## src/sv/mzr_pkg.sv

```systemverilog
// Shared types and constants for the move-to-front / zero-run encoder.
// Used by every module of the block; no dependencies.
package mzr_pkg;

    localparam int BLOCK_SIZE = 32768;
    localparam int POS_W      = 15;
    localparam int LIST_N     = 256;
    localparam int FIFO_N     = 4;
    localparam int FIFO_AW    = 2;
    localparam logic [15:0] RUN_MAX   = 16'd65534;
    localparam logic [7:0]  ESC_BYTE  = 8'd255;
    localparam logic [8:0]  BIN_RUN   = 9'd256;
    localparam logic [8:0]  BIN_FIRST = 9'd260;

    // One coding command handed from the front to the back.
    typedef struct packed {
        logic [15:0]      run_v;   // run length + 1 to flush
        logic [3:0]       ndig;    // digit count below the leading one
        logic             has_sym;
        logic [7:0]       k;
        logic             bump;
        logic             last;
        logic [POS_W-1:0] prim;
    } t_cmd;

    typedef struct packed {
        logic             block_end;
        logic [POS_W-1:0] primary_index;
        logic             after_run_bump;
        logic [8:0]       hist_bin;
        logic             hist_valid;
        logic [7:0]       out_byte;
    } t_res;

    typedef enum logic [1:0] {
        B_IDLE,
        B_RUN,
        B_ESC,
        B_SYM
    } t_bstate;

endpackage

```

## src/sv/mzr_fifo.sv

```systemverilog
// Small command queue between the front and back parts.
// Depends on mzr_pkg.
module mzr_fifo (
    input  logic          i_clk,
    input  logic          i_rst_n,
    input  logic          i_push,
    input  mzr_pkg::t_cmd i_data,
    output logic          o_full,
    input  logic          i_pop,
    output logic          o_empty,
    output mzr_pkg::t_cmd o_data
);
    import mzr_pkg::*;

    t_cmd               r_mem [FIFO_N];
    logic [FIFO_AW-1:0] r_wr, r_rd;
    logic [FIFO_AW:0]   r_cnt;

    assign o_full  = (r_cnt == (FIFO_AW+1)'(FIFO_N));
    assign o_empty = (r_cnt == '0);
    assign o_data  = r_mem[r_rd];

    always_ff @(posedge i_clk) begin
        if (i_push) begin
            r_mem[r_wr] <= i_data;
        end
    end

    always_ff @(posedge i_clk) begin
        if (!i_rst_n) begin
            r_wr  <= '0;
            r_rd  <= '0;
            r_cnt <= '0;
        end else begin
            if (i_push) r_wr <= r_wr + 1'b1;
            if (i_pop)  r_rd <= r_rd + 1'b1;
            if (i_push && !i_pop)      r_cnt <= r_cnt + 1'b1;
            else if (!i_push && i_pop) r_cnt <= r_cnt - 1'b1;
        end
    end
endmodule

```

## src/sv/mzr_front.sv

```systemverilog
// Front part: move-to-front list, run counter, block position; builds commands.
// Depends on mzr_pkg.
module mzr_front (
    input  logic          i_clk,
    input  logic          i_rst_n,
    input  logic          i_acc,
    input  logic [7:0]    i_symbol,
    input  logic [15:0]   i_suffix_start,
    input  logic          i_block_last,
    output logic          o_push,
    output mzr_pkg::t_cmd o_cmd
);
    import mzr_pkg::*;

    logic [7:0]       r_list [LIST_N];
    logic [15:0]      r_run;
    logic [POS_W-1:0] r_pos, r_prim;

    logic [LIST_N-1:0] match;
    logic [7:0]        k;
    logic              hit;
    logic [15:0]       run_inc, run_fl, v;
    logic [3:0]        top;
    logic [POS_W-1:0]  n_prim;
    logic [POS_W:0]    pos_inc;

    always_comb begin
        k = '0;
        for (int i = 0; i < LIST_N; i++) begin
            match[i] = (r_list[i] == i_symbol);
            if (match[i]) k = k | 8'(i);
        end
        hit = match[0];
    end

    always_comb begin
        run_inc = (r_run < RUN_MAX) ? r_run + 16'd1 : r_run;
        run_fl  = hit ? run_inc : r_run;
        v       = run_fl + 16'd1;
        top     = '0;
        for (int b = 1; b < 16; b++) begin
            if (v[b]) top = 4'(b);
        end
        if (i_suffix_start == 16'd1 ||
            (i_suffix_start == 16'd0 && i_block_last && r_pos == '0))
            n_prim = r_pos;
        else
            n_prim = r_prim;
        pos_inc = {1'b0, r_pos} + 1'b1;
    end

    assign o_push = i_acc && (!hit || i_block_last);

    always_comb begin
        o_cmd.has_sym = !hit;
        o_cmd.k       = k;
        o_cmd.bump    = !hit && (r_run != '0);
        o_cmd.last    = i_block_last;
        o_cmd.prim    = n_prim;
        // a front hit flushes only on the last item
        if (!hit || i_block_last) begin
            o_cmd.run_v = v;
            o_cmd.ndig  = top;
        end else begin
            o_cmd.run_v = '0;
            o_cmd.ndig  = '0;
        end
        if (!hit && r_run == '0) begin
            o_cmd.ndig = '0;
        end
    end

    always_ff @(posedge i_clk) begin
        if (!i_rst_n) begin
            for (int i = 0; i < LIST_N; i++) r_list[i] <= 8'(i);
            r_run  <= '0;
            r_pos  <= '0;
            r_prim <= '0;
        end else if (i_acc) begin
            if (i_block_last) begin
                for (int i = 0; i < LIST_N; i++) r_list[i] <= 8'(i);
                r_run  <= '0;
                r_pos  <= '0;
                r_prim <= '0;
            end else begin
                r_list[0] <= i_symbol;
                for (int i = 1; i < LIST_N; i++) begin
                    if (8'(i) <= k) r_list[i] <= r_list[i-1];
                end
                r_run  <= hit ? run_inc : '0;
                r_prim <= n_prim;
                if (32'(pos_inc) >= BLOCK_SIZE) r_pos <= '0;
                else                            r_pos <= pos_inc[POS_W-1:0];
            end
        end
    end
endmodule

```

## src/sv/mzr_back.sv

```systemverilog
// Back part: expands a command into run digit, escape and symbol beats.
// Depends on mzr_pkg.
module mzr_back (
    input  logic          i_clk,
    input  logic          i_rst_n,
    input  logic          i_empty,
    input  mzr_pkg::t_cmd i_cmd,
    output logic          o_pop,
    output logic          o_valid,
    output mzr_pkg::t_res o_res,
    output logic          o_last,
    input  logic          i_ready
);
    import mzr_pkg::*;

    t_bstate r_state, n_state;
    t_cmd    r_cmd;
    logic [3:0] r_idx;
    logic    r_first;
    logic    r_valid;
    t_res    r_res;
    logic    r_last;

    logic    free, emit, rlast, esc, d;
    t_res    res;

    assign free  = !r_valid || i_ready;
    assign o_pop = (r_state == B_IDLE) && !i_empty;
    assign esc   = (r_cmd.k[7:1] == 7'h7F);
    assign d     = r_cmd.run_v[r_idx];

    always_comb begin
        n_state = r_state;
        case (r_state)
            B_IDLE: begin
                if (!i_empty) begin
                    if (i_cmd.ndig != '0)       n_state = B_RUN;
                    else if (i_cmd.k[7:1] == 7'h7F) n_state = B_ESC;
                    else                        n_state = B_SYM;
                end
            end
            B_RUN: begin
                if (free && r_idx == '0) begin
                    if (!r_cmd.has_sym) n_state = B_IDLE;
                    else if (esc)       n_state = B_ESC;
                    else                n_state = B_SYM;
                end
            end
            B_ESC: if (free) n_state = B_SYM;
            B_SYM: if (free) n_state = B_IDLE;
            default: n_state = B_IDLE;
        endcase
    end

    always_comb begin
        res   = '0;
        emit  = 1'b0;
        rlast = 1'b0;
        case (r_state)
            B_RUN: begin
                emit = free;
                res.hist_valid = 1'b1;
                if (r_first) begin
                    res.out_byte = {6'd0, 1'b1, d};
                    res.hist_bin = BIN_FIRST + {8'd0, d};
                end else begin
                    res.out_byte = {7'd0, d};
                    res.hist_bin = BIN_RUN + {8'd0, d};
                end
                rlast = (r_idx == '0) && !r_cmd.has_sym;
            end
            B_ESC: begin
                emit = free;
                res.out_byte       = ESC_BYTE;
                res.after_run_bump = r_cmd.bump;
            end
            B_SYM: begin
                emit = free;
                res.hist_valid     = 1'b1;
                res.hist_bin       = {1'b0, r_cmd.k - 8'd1};
                res.out_byte       = esc ? r_cmd.k : r_cmd.k + 8'd1;
                res.after_run_bump = r_cmd.bump && !esc;
                rlast = 1'b1;
            end
            default: emit = 1'b0;
        endcase
        res.block_end     = rlast && r_cmd.last;
        res.primary_index = res.block_end ? r_cmd.prim : '0;
    end

    always_ff @(posedge i_clk) begin
        if (o_pop) begin
            r_cmd   <= i_cmd;
            r_idx   <= i_cmd.ndig - 4'd1;
            r_first <= 1'b1;
        end else if (r_state == B_RUN && free) begin
            r_idx   <= r_idx - 4'd1;
            r_first <= 1'b0;
        end
        if (free) begin
            r_res  <= res;
            r_last <= rlast;
        end
    end

    always_ff @(posedge i_clk) begin
        if (!i_rst_n) begin
            r_state <= B_IDLE;
            r_valid <= 1'b0;
        end else begin
            r_state <= n_state;
            if (free) r_valid <= emit;
        end
    end

    assign o_valid = r_valid;
    assign o_res   = r_res;
    assign o_last  = r_last;
endmodule

```

## src/sv/mtf_zero_run_encoder_top.sv

```systemverilog
// Top level of the move-to-front / zero-run encoder.
// Depends on mzr_pkg, mzr_front, mzr_fifo, mzr_back.
//
// Input stream: one beat per BWT byte. tdata carries the symbol and its sorted
// suffix start; tlast marks the block's final byte. Output stream: one beat
// per coded byte with its histogram bin, bump flag and, on the block's final
// beat, the primary index; tlast marks the last beat caused by an input byte.
//
// The front part looks up the byte in a 256-entry move-to-front list with a
// parallel compare and updates list, run counter and position in the same
// cycle it takes the beat. A byte that needs output posts one command into a
// four-deep queue; a front hit that is not the block's last posts nothing.
// The back part takes a command while idle, then emits one output beat per
// cycle while the receiver is ready (run digits, optional escape, symbol).
// It pops no new command until the current one's last beat is emitted. A
// command yields up to 17 beats for a long flushed run plus an escape.
// When the receiver stalls, the registered output beat holds; the queue keeps
// taking beats until it fills, then the input tready drops.
// Reset (synchronous, active low) restores the identity list, clears run,
// position and primary index, and empties the queue and output register.
module mtf_zero_run_encoder_top (
    input  logic        i_clk,
    input  logic        i_rst_n,
    input  logic        i_s_tvalid,
    output logic        o_s_tready,
    input  logic [23:0] i_s_tdata,   // symbol[7:0], suffix_start[23:8]
    input  logic        i_s_tlast,   // block_last
    output logic        o_m_tvalid,
    input  logic        i_m_tready,
    // out_byte[7:0], hist_valid[8], hist_bin[17:9], after_run_bump[18],
    // primary_index[33:19], block_end[34], zero fill [39:35]
    output logic [39:0] o_m_tdata,
    output logic        o_m_tlast    // result_last
);
    import mzr_pkg::*;

    logic  acc, push, full, pop, empty;
    t_cmd  cmd_in, cmd_out;
    t_res  res;

    assign o_s_tready = !full;
    assign acc        = i_s_tvalid && !full;

    mzr_front u_front (
        .i_clk          (i_clk),
        .i_rst_n        (i_rst_n),
        .i_acc          (acc),
        .i_symbol       (i_s_tdata[7:0]),
        .i_suffix_start (i_s_tdata[23:8]),
        .i_block_last   (i_s_tlast),
        .o_push         (push),
        .o_cmd          (cmd_in)
    );

    mzr_fifo u_fifo (
        .i_clk   (i_clk),
        .i_rst_n (i_rst_n),
        .i_push  (push),
        .i_data  (cmd_in),
        .o_full  (full),
        .i_pop   (pop),
        .o_empty (empty),
        .o_data  (cmd_out)
    );

    mzr_back u_back (
        .i_clk   (i_clk),
        .i_rst_n (i_rst_n),
        .i_empty (empty),
        .i_cmd   (cmd_out),
        .o_pop   (pop),
        .o_valid (o_m_tvalid),
        .o_res   (res),
        .o_last  (o_m_tlast),
        .i_ready (i_m_tready)
    );

    assign o_m_tdata = {5'd0, res};
endmodule
```

## config.mk

```make
export PLATFORM = sky130hd
export DESIGN_NAME = mtf_zero_run_encoder_top
export DESIGN_NICKNAME = d
export VERILOG_FILES = /design/src/sv/mzr_pkg.sv /design/src/sv/mzr_fifo.sv /design/src/sv/mzr_front.sv /design/src/sv/mzr_back.sv /design/src/sv/mtf_zero_run_encoder_top.sv
export SDC_FILE = /design/constraint.sdc
export NUM_CORES = 2
export LEC_CHECK = 0
export BUFFER_PORTS_ARGS = -buffer_cell sky130_fd_sc_hd__buf_2
export CORE_MARGIN = 1.5
export CORE_UTILIZATION = 68
export DETAILED_ROUTE_END_ITERATION = 16
export PLACE_DENSITY_LB_ADDON = 0.15
export SKIP_LAST_GASP = 1
export SYNTH_ARGS = -nofsm -noshare
export SYNTH_HDL_FRONTEND = slang
export SYNTH_SLANG_ARGS = --single-unit
export TNS_END_PERCENT = 10
```

## constraint.sdc

```tcl
create_clock -name i_clk -period 8.44 [get_ports i_clk]
set_input_delay 1.266 -clock i_clk [delete_from_list [all_inputs] [get_ports i_clk]]
set_output_delay 1.266 -clock i_clk [all_outputs]
set_load 0.005 [all_outputs]
```

==> out/metrics.yaml <==
grt_max_degree: 100
tightest_slew_ps: 1440
fp.dieW_um: 423
synth-edff-count: 2306
finalSetupTns_ps: 0
grt_usage_pct: 43.7
switching_power_mw: 11.8
critPathCapture: "u_front.r_list[54][29]"
cts_resized: 0
synth_top_flop_cell: "edfxtp_1"
cts_tree: "yes"
finalWeightedCongestion: 1.08
final_util_pct: 74.9
ioPinCount: 72
crit_fanout: 29
worst_r2r_path_depth: 12
ys_types: 118
p_comb_share_pct: 24.8
clkLatencyLatePin_ps: 920
cp.buffers_inverters: 5
async_reset_ff_share_pct: 0
yosysTopAreaCell: "edfxtp_1"
cts_setup_buffers: 0
power_mw: 34.5
clock-sinks: 2373
worst_setup_path_end_kind: "register"
fin_cells: 12200
core_sq_mm: 0.176
num_rows: 154
crit_chain: "buf_8 > buf_12 > buf_12 > xnor2_1 > nand4_1 > nor2_1 > a211oi_1 > and4_1 > and4_2 > inv_4 > nand2_2 > a21oi_2 > buf_4 > nor3_1 > o21ai_0"
reg2reg_from: "u_front.r_list[25][27]"
vias: 82200
cp.depth: 15
p_per_area_mw_per_mm2: 263
hpwl_mm: 282
min_period_ps: 7870
p_leak_nw: 42.0
drc_errors: 0
postCtsHoldBufs: 0
holdCritPathClass: "register to register"
root_buffer: "clkbuf_16"
start_kind: "input pin"
critPathLaunch: "i_s_tdata[2]"
p_seq_share_pct: 44.7
critical_path_class: "input pin to register"
yosysSeqAreaShare_pct: 58.8
cp_common_cell: "buf_12"
synth_common_cells: "2306 x edfxtp_1, 1518 x xnor2_1, 657 x and2_1"
die_area_sq_mm: 0.179
setup_viol: 0
synth-seq-cells: 2373
drt_first_iter_violations: 11500
maxSlewViolCount: 0
p_int_mw: 22.8
maxCapViolations: 0
syn_to_final_growth_pct: 9.64
hold_violations: 0
syn_area_sq_mm: 0.120
status: "finished, final reports clean"
nNetsFinal: 9707
holdWs_ps: 488
antenna_found_initial: 32
grt_overflow: 0
r2r_slack_ps: 1470
final_layout_size_suffix_gt1_share_pct: 13.2
synth.most_common_cell: "edfxtp_1"
port_buffers: 66
p_clk_share_pct: 30.5
timing.final.crit_share_pct: 93.2
dp.cells: 11800
max_freq_ghz: 0.127
clockBufferDepth: 3
grt_pass1_vias: 79600
critPathArrivalTime_ps: 8370
synthCells: 9405
cts_buffers: 231
maxSlewHeadroom_pct: 3.17
viasPerCell: 6.72
max_stage_delay_ps: 1030
avgRoutedWirePerCell_um: 32.2
worstReg2RegEnd: "u_front.r_list[54][29]"
ant_nets: 0
dr.pass1.iters: 6
synth_top_area_share_pct: 57.7
start_util_pct: 68.3
slowest_stage: "o21ai_0"
avgSynthCellArea_sq_um: 12.8
drt-total-wl_mm: 394
rsz0062_at_grt: "false"
fin_skew_ps: 34.4
p_sw_share_pct: 34.1
crit_required_ps: 8940
cts.clk_slew.worst_paths_ps: 70
htreeDepth: 4
ys_warn_count: 0
synth.area.top_cells: "edfxtp_1 58%, xnor2_1 11%, xor2_1 4.2%"
die_y_um: 423
vdd_ir_drop_max_v: 0.000247
path_delay_family: "simple AND/OR/NAND/NOR gates"
grt_pass1_wl_mm: 560
## final cells by class
| class | instances | area, sq um |
|---|---|---|
| diodes | 26 | 65.1 |
| fillers | 11000 | 44100 |
| multi-input cells | 6444 | 45700 |
| flip-flops and latches | 2373 | 70600 |
| well taps | 2340 | 2930 |
| repair buffers | 497 | 4270 |
| inverters | 118 | 450 |
| clock inverters | 147 | 1580 |
| clock buffers | 285 | 6030 |
## metal layers
metal  global-route usage [%]  wire (um)  vias up
li1                         -          -    34000
met1                     57.0     142000    40900
met2                     66.1     175000     5942
met3                     11.2      47900     1223
met4                     26.4      28500       18
met5                        0        162        -
## state kept, by name, indices dropped and copies added, names as in the netlist, 2 cells and up, named ones only
register and cells:
u_back.r_idx 4, u_back.r_cmd 42, u_front.r_run 16, u_fifo.r_mem 184, u_fifo.r_wr 2, u_front.r_prim 15
u_back.r_state 2, u_back.o_res 35, u_fifo.r_cnt 3, u_fifo.r_rd 2, u_front.r_pos 15, u_front.r_list 2048
## how the worst min path moves through the flow
stage	from	to	slack, ps	cells past startpoint
2_1_floorplan	u_back.r_first	u_back.r_first	440	2
3_3_place_gp	u_front.r_prim[1]	u_front.r_prim[1]	450	1
3_5_place_dp	u_front.r_prim[6]	u_front.r_prim[6]	460	1
4_1_cts	u_front.r_prim[7]	u_front.r_prim[7]	480	1
5_1_grt	u_front.r_prim[14]	u_front.r_prim[14]	500	1
6_report	u_front.r_prim[7]	u_front.r_prim[7]	490	1
## cell families (layout without fill, tap and decap cells)
group,count (synthesis),after routing,share of synthesized area (%)
XOR/XNOR,2095,2095,15.3
other,1,31,0.00312
adder cells (fa/ha/maj),13,13,0.142
buffers and inverters,592,1047,3.28
multiplexers,73,73,1.15
flip-flops,2373,2373,58.8
AND/OR/NAND/NOR,3595,3595,17.5
AO/OA/AOI/OAI,663,663,3.80
## through the flow
stage | setup slack (ps) | cell area [sq um]
floorplan | 2520 | 120000
global placement | 257 | 124000
detailed placement | 321 | 124000
CTS | 1240 | 132000
global route | 914 | 132000
finish | 570 | 132000
## layout by cell type, fill, tap and decap left out, types with 19 or more instances in the layout
cell and count:
o21ai_0 150, buf_4 381, o22ai_1 21, diode_2 26, buf_2 58, or2_1 39
nand3_1 61, a21boi_0 20, mux4_2 50, a21o_1 50, nand2b_1 472, inv_1 108
nor2_1 441, xnor2_1 1518, clkbuf_1 50, edfxtp_1 2306, nand4_1 406, and2_1 653
buf_12 50, clkinv_2 42, nor2b_1 149, nor3_1 50, clkbuf_16 232, or2_2 263
a21oi_1 126, clkinv_1 48, o21ai_1 33, nand3b_1 28, o31ai_1 19, or3_1 257
nand2_1 264, xor2_1 577, a2111oi_0 20, and3_1 185, bufinv_16 25, dfxtp_1 65
nor4_1 196, a22o_1 19
## power groups by stage
stage	Combinational, mW	Clock (mW)	Sequential [mW]
finish	8.56	10.5	15.4
global route	8.65	10.9	15.5
CTS	8.17	10.5	15.4
detailed placement	8.06	0	15.6
global placement	7.88	0	15.5
floorplan	4.61	0	15.2
Power figures use the tool's default switching activity.
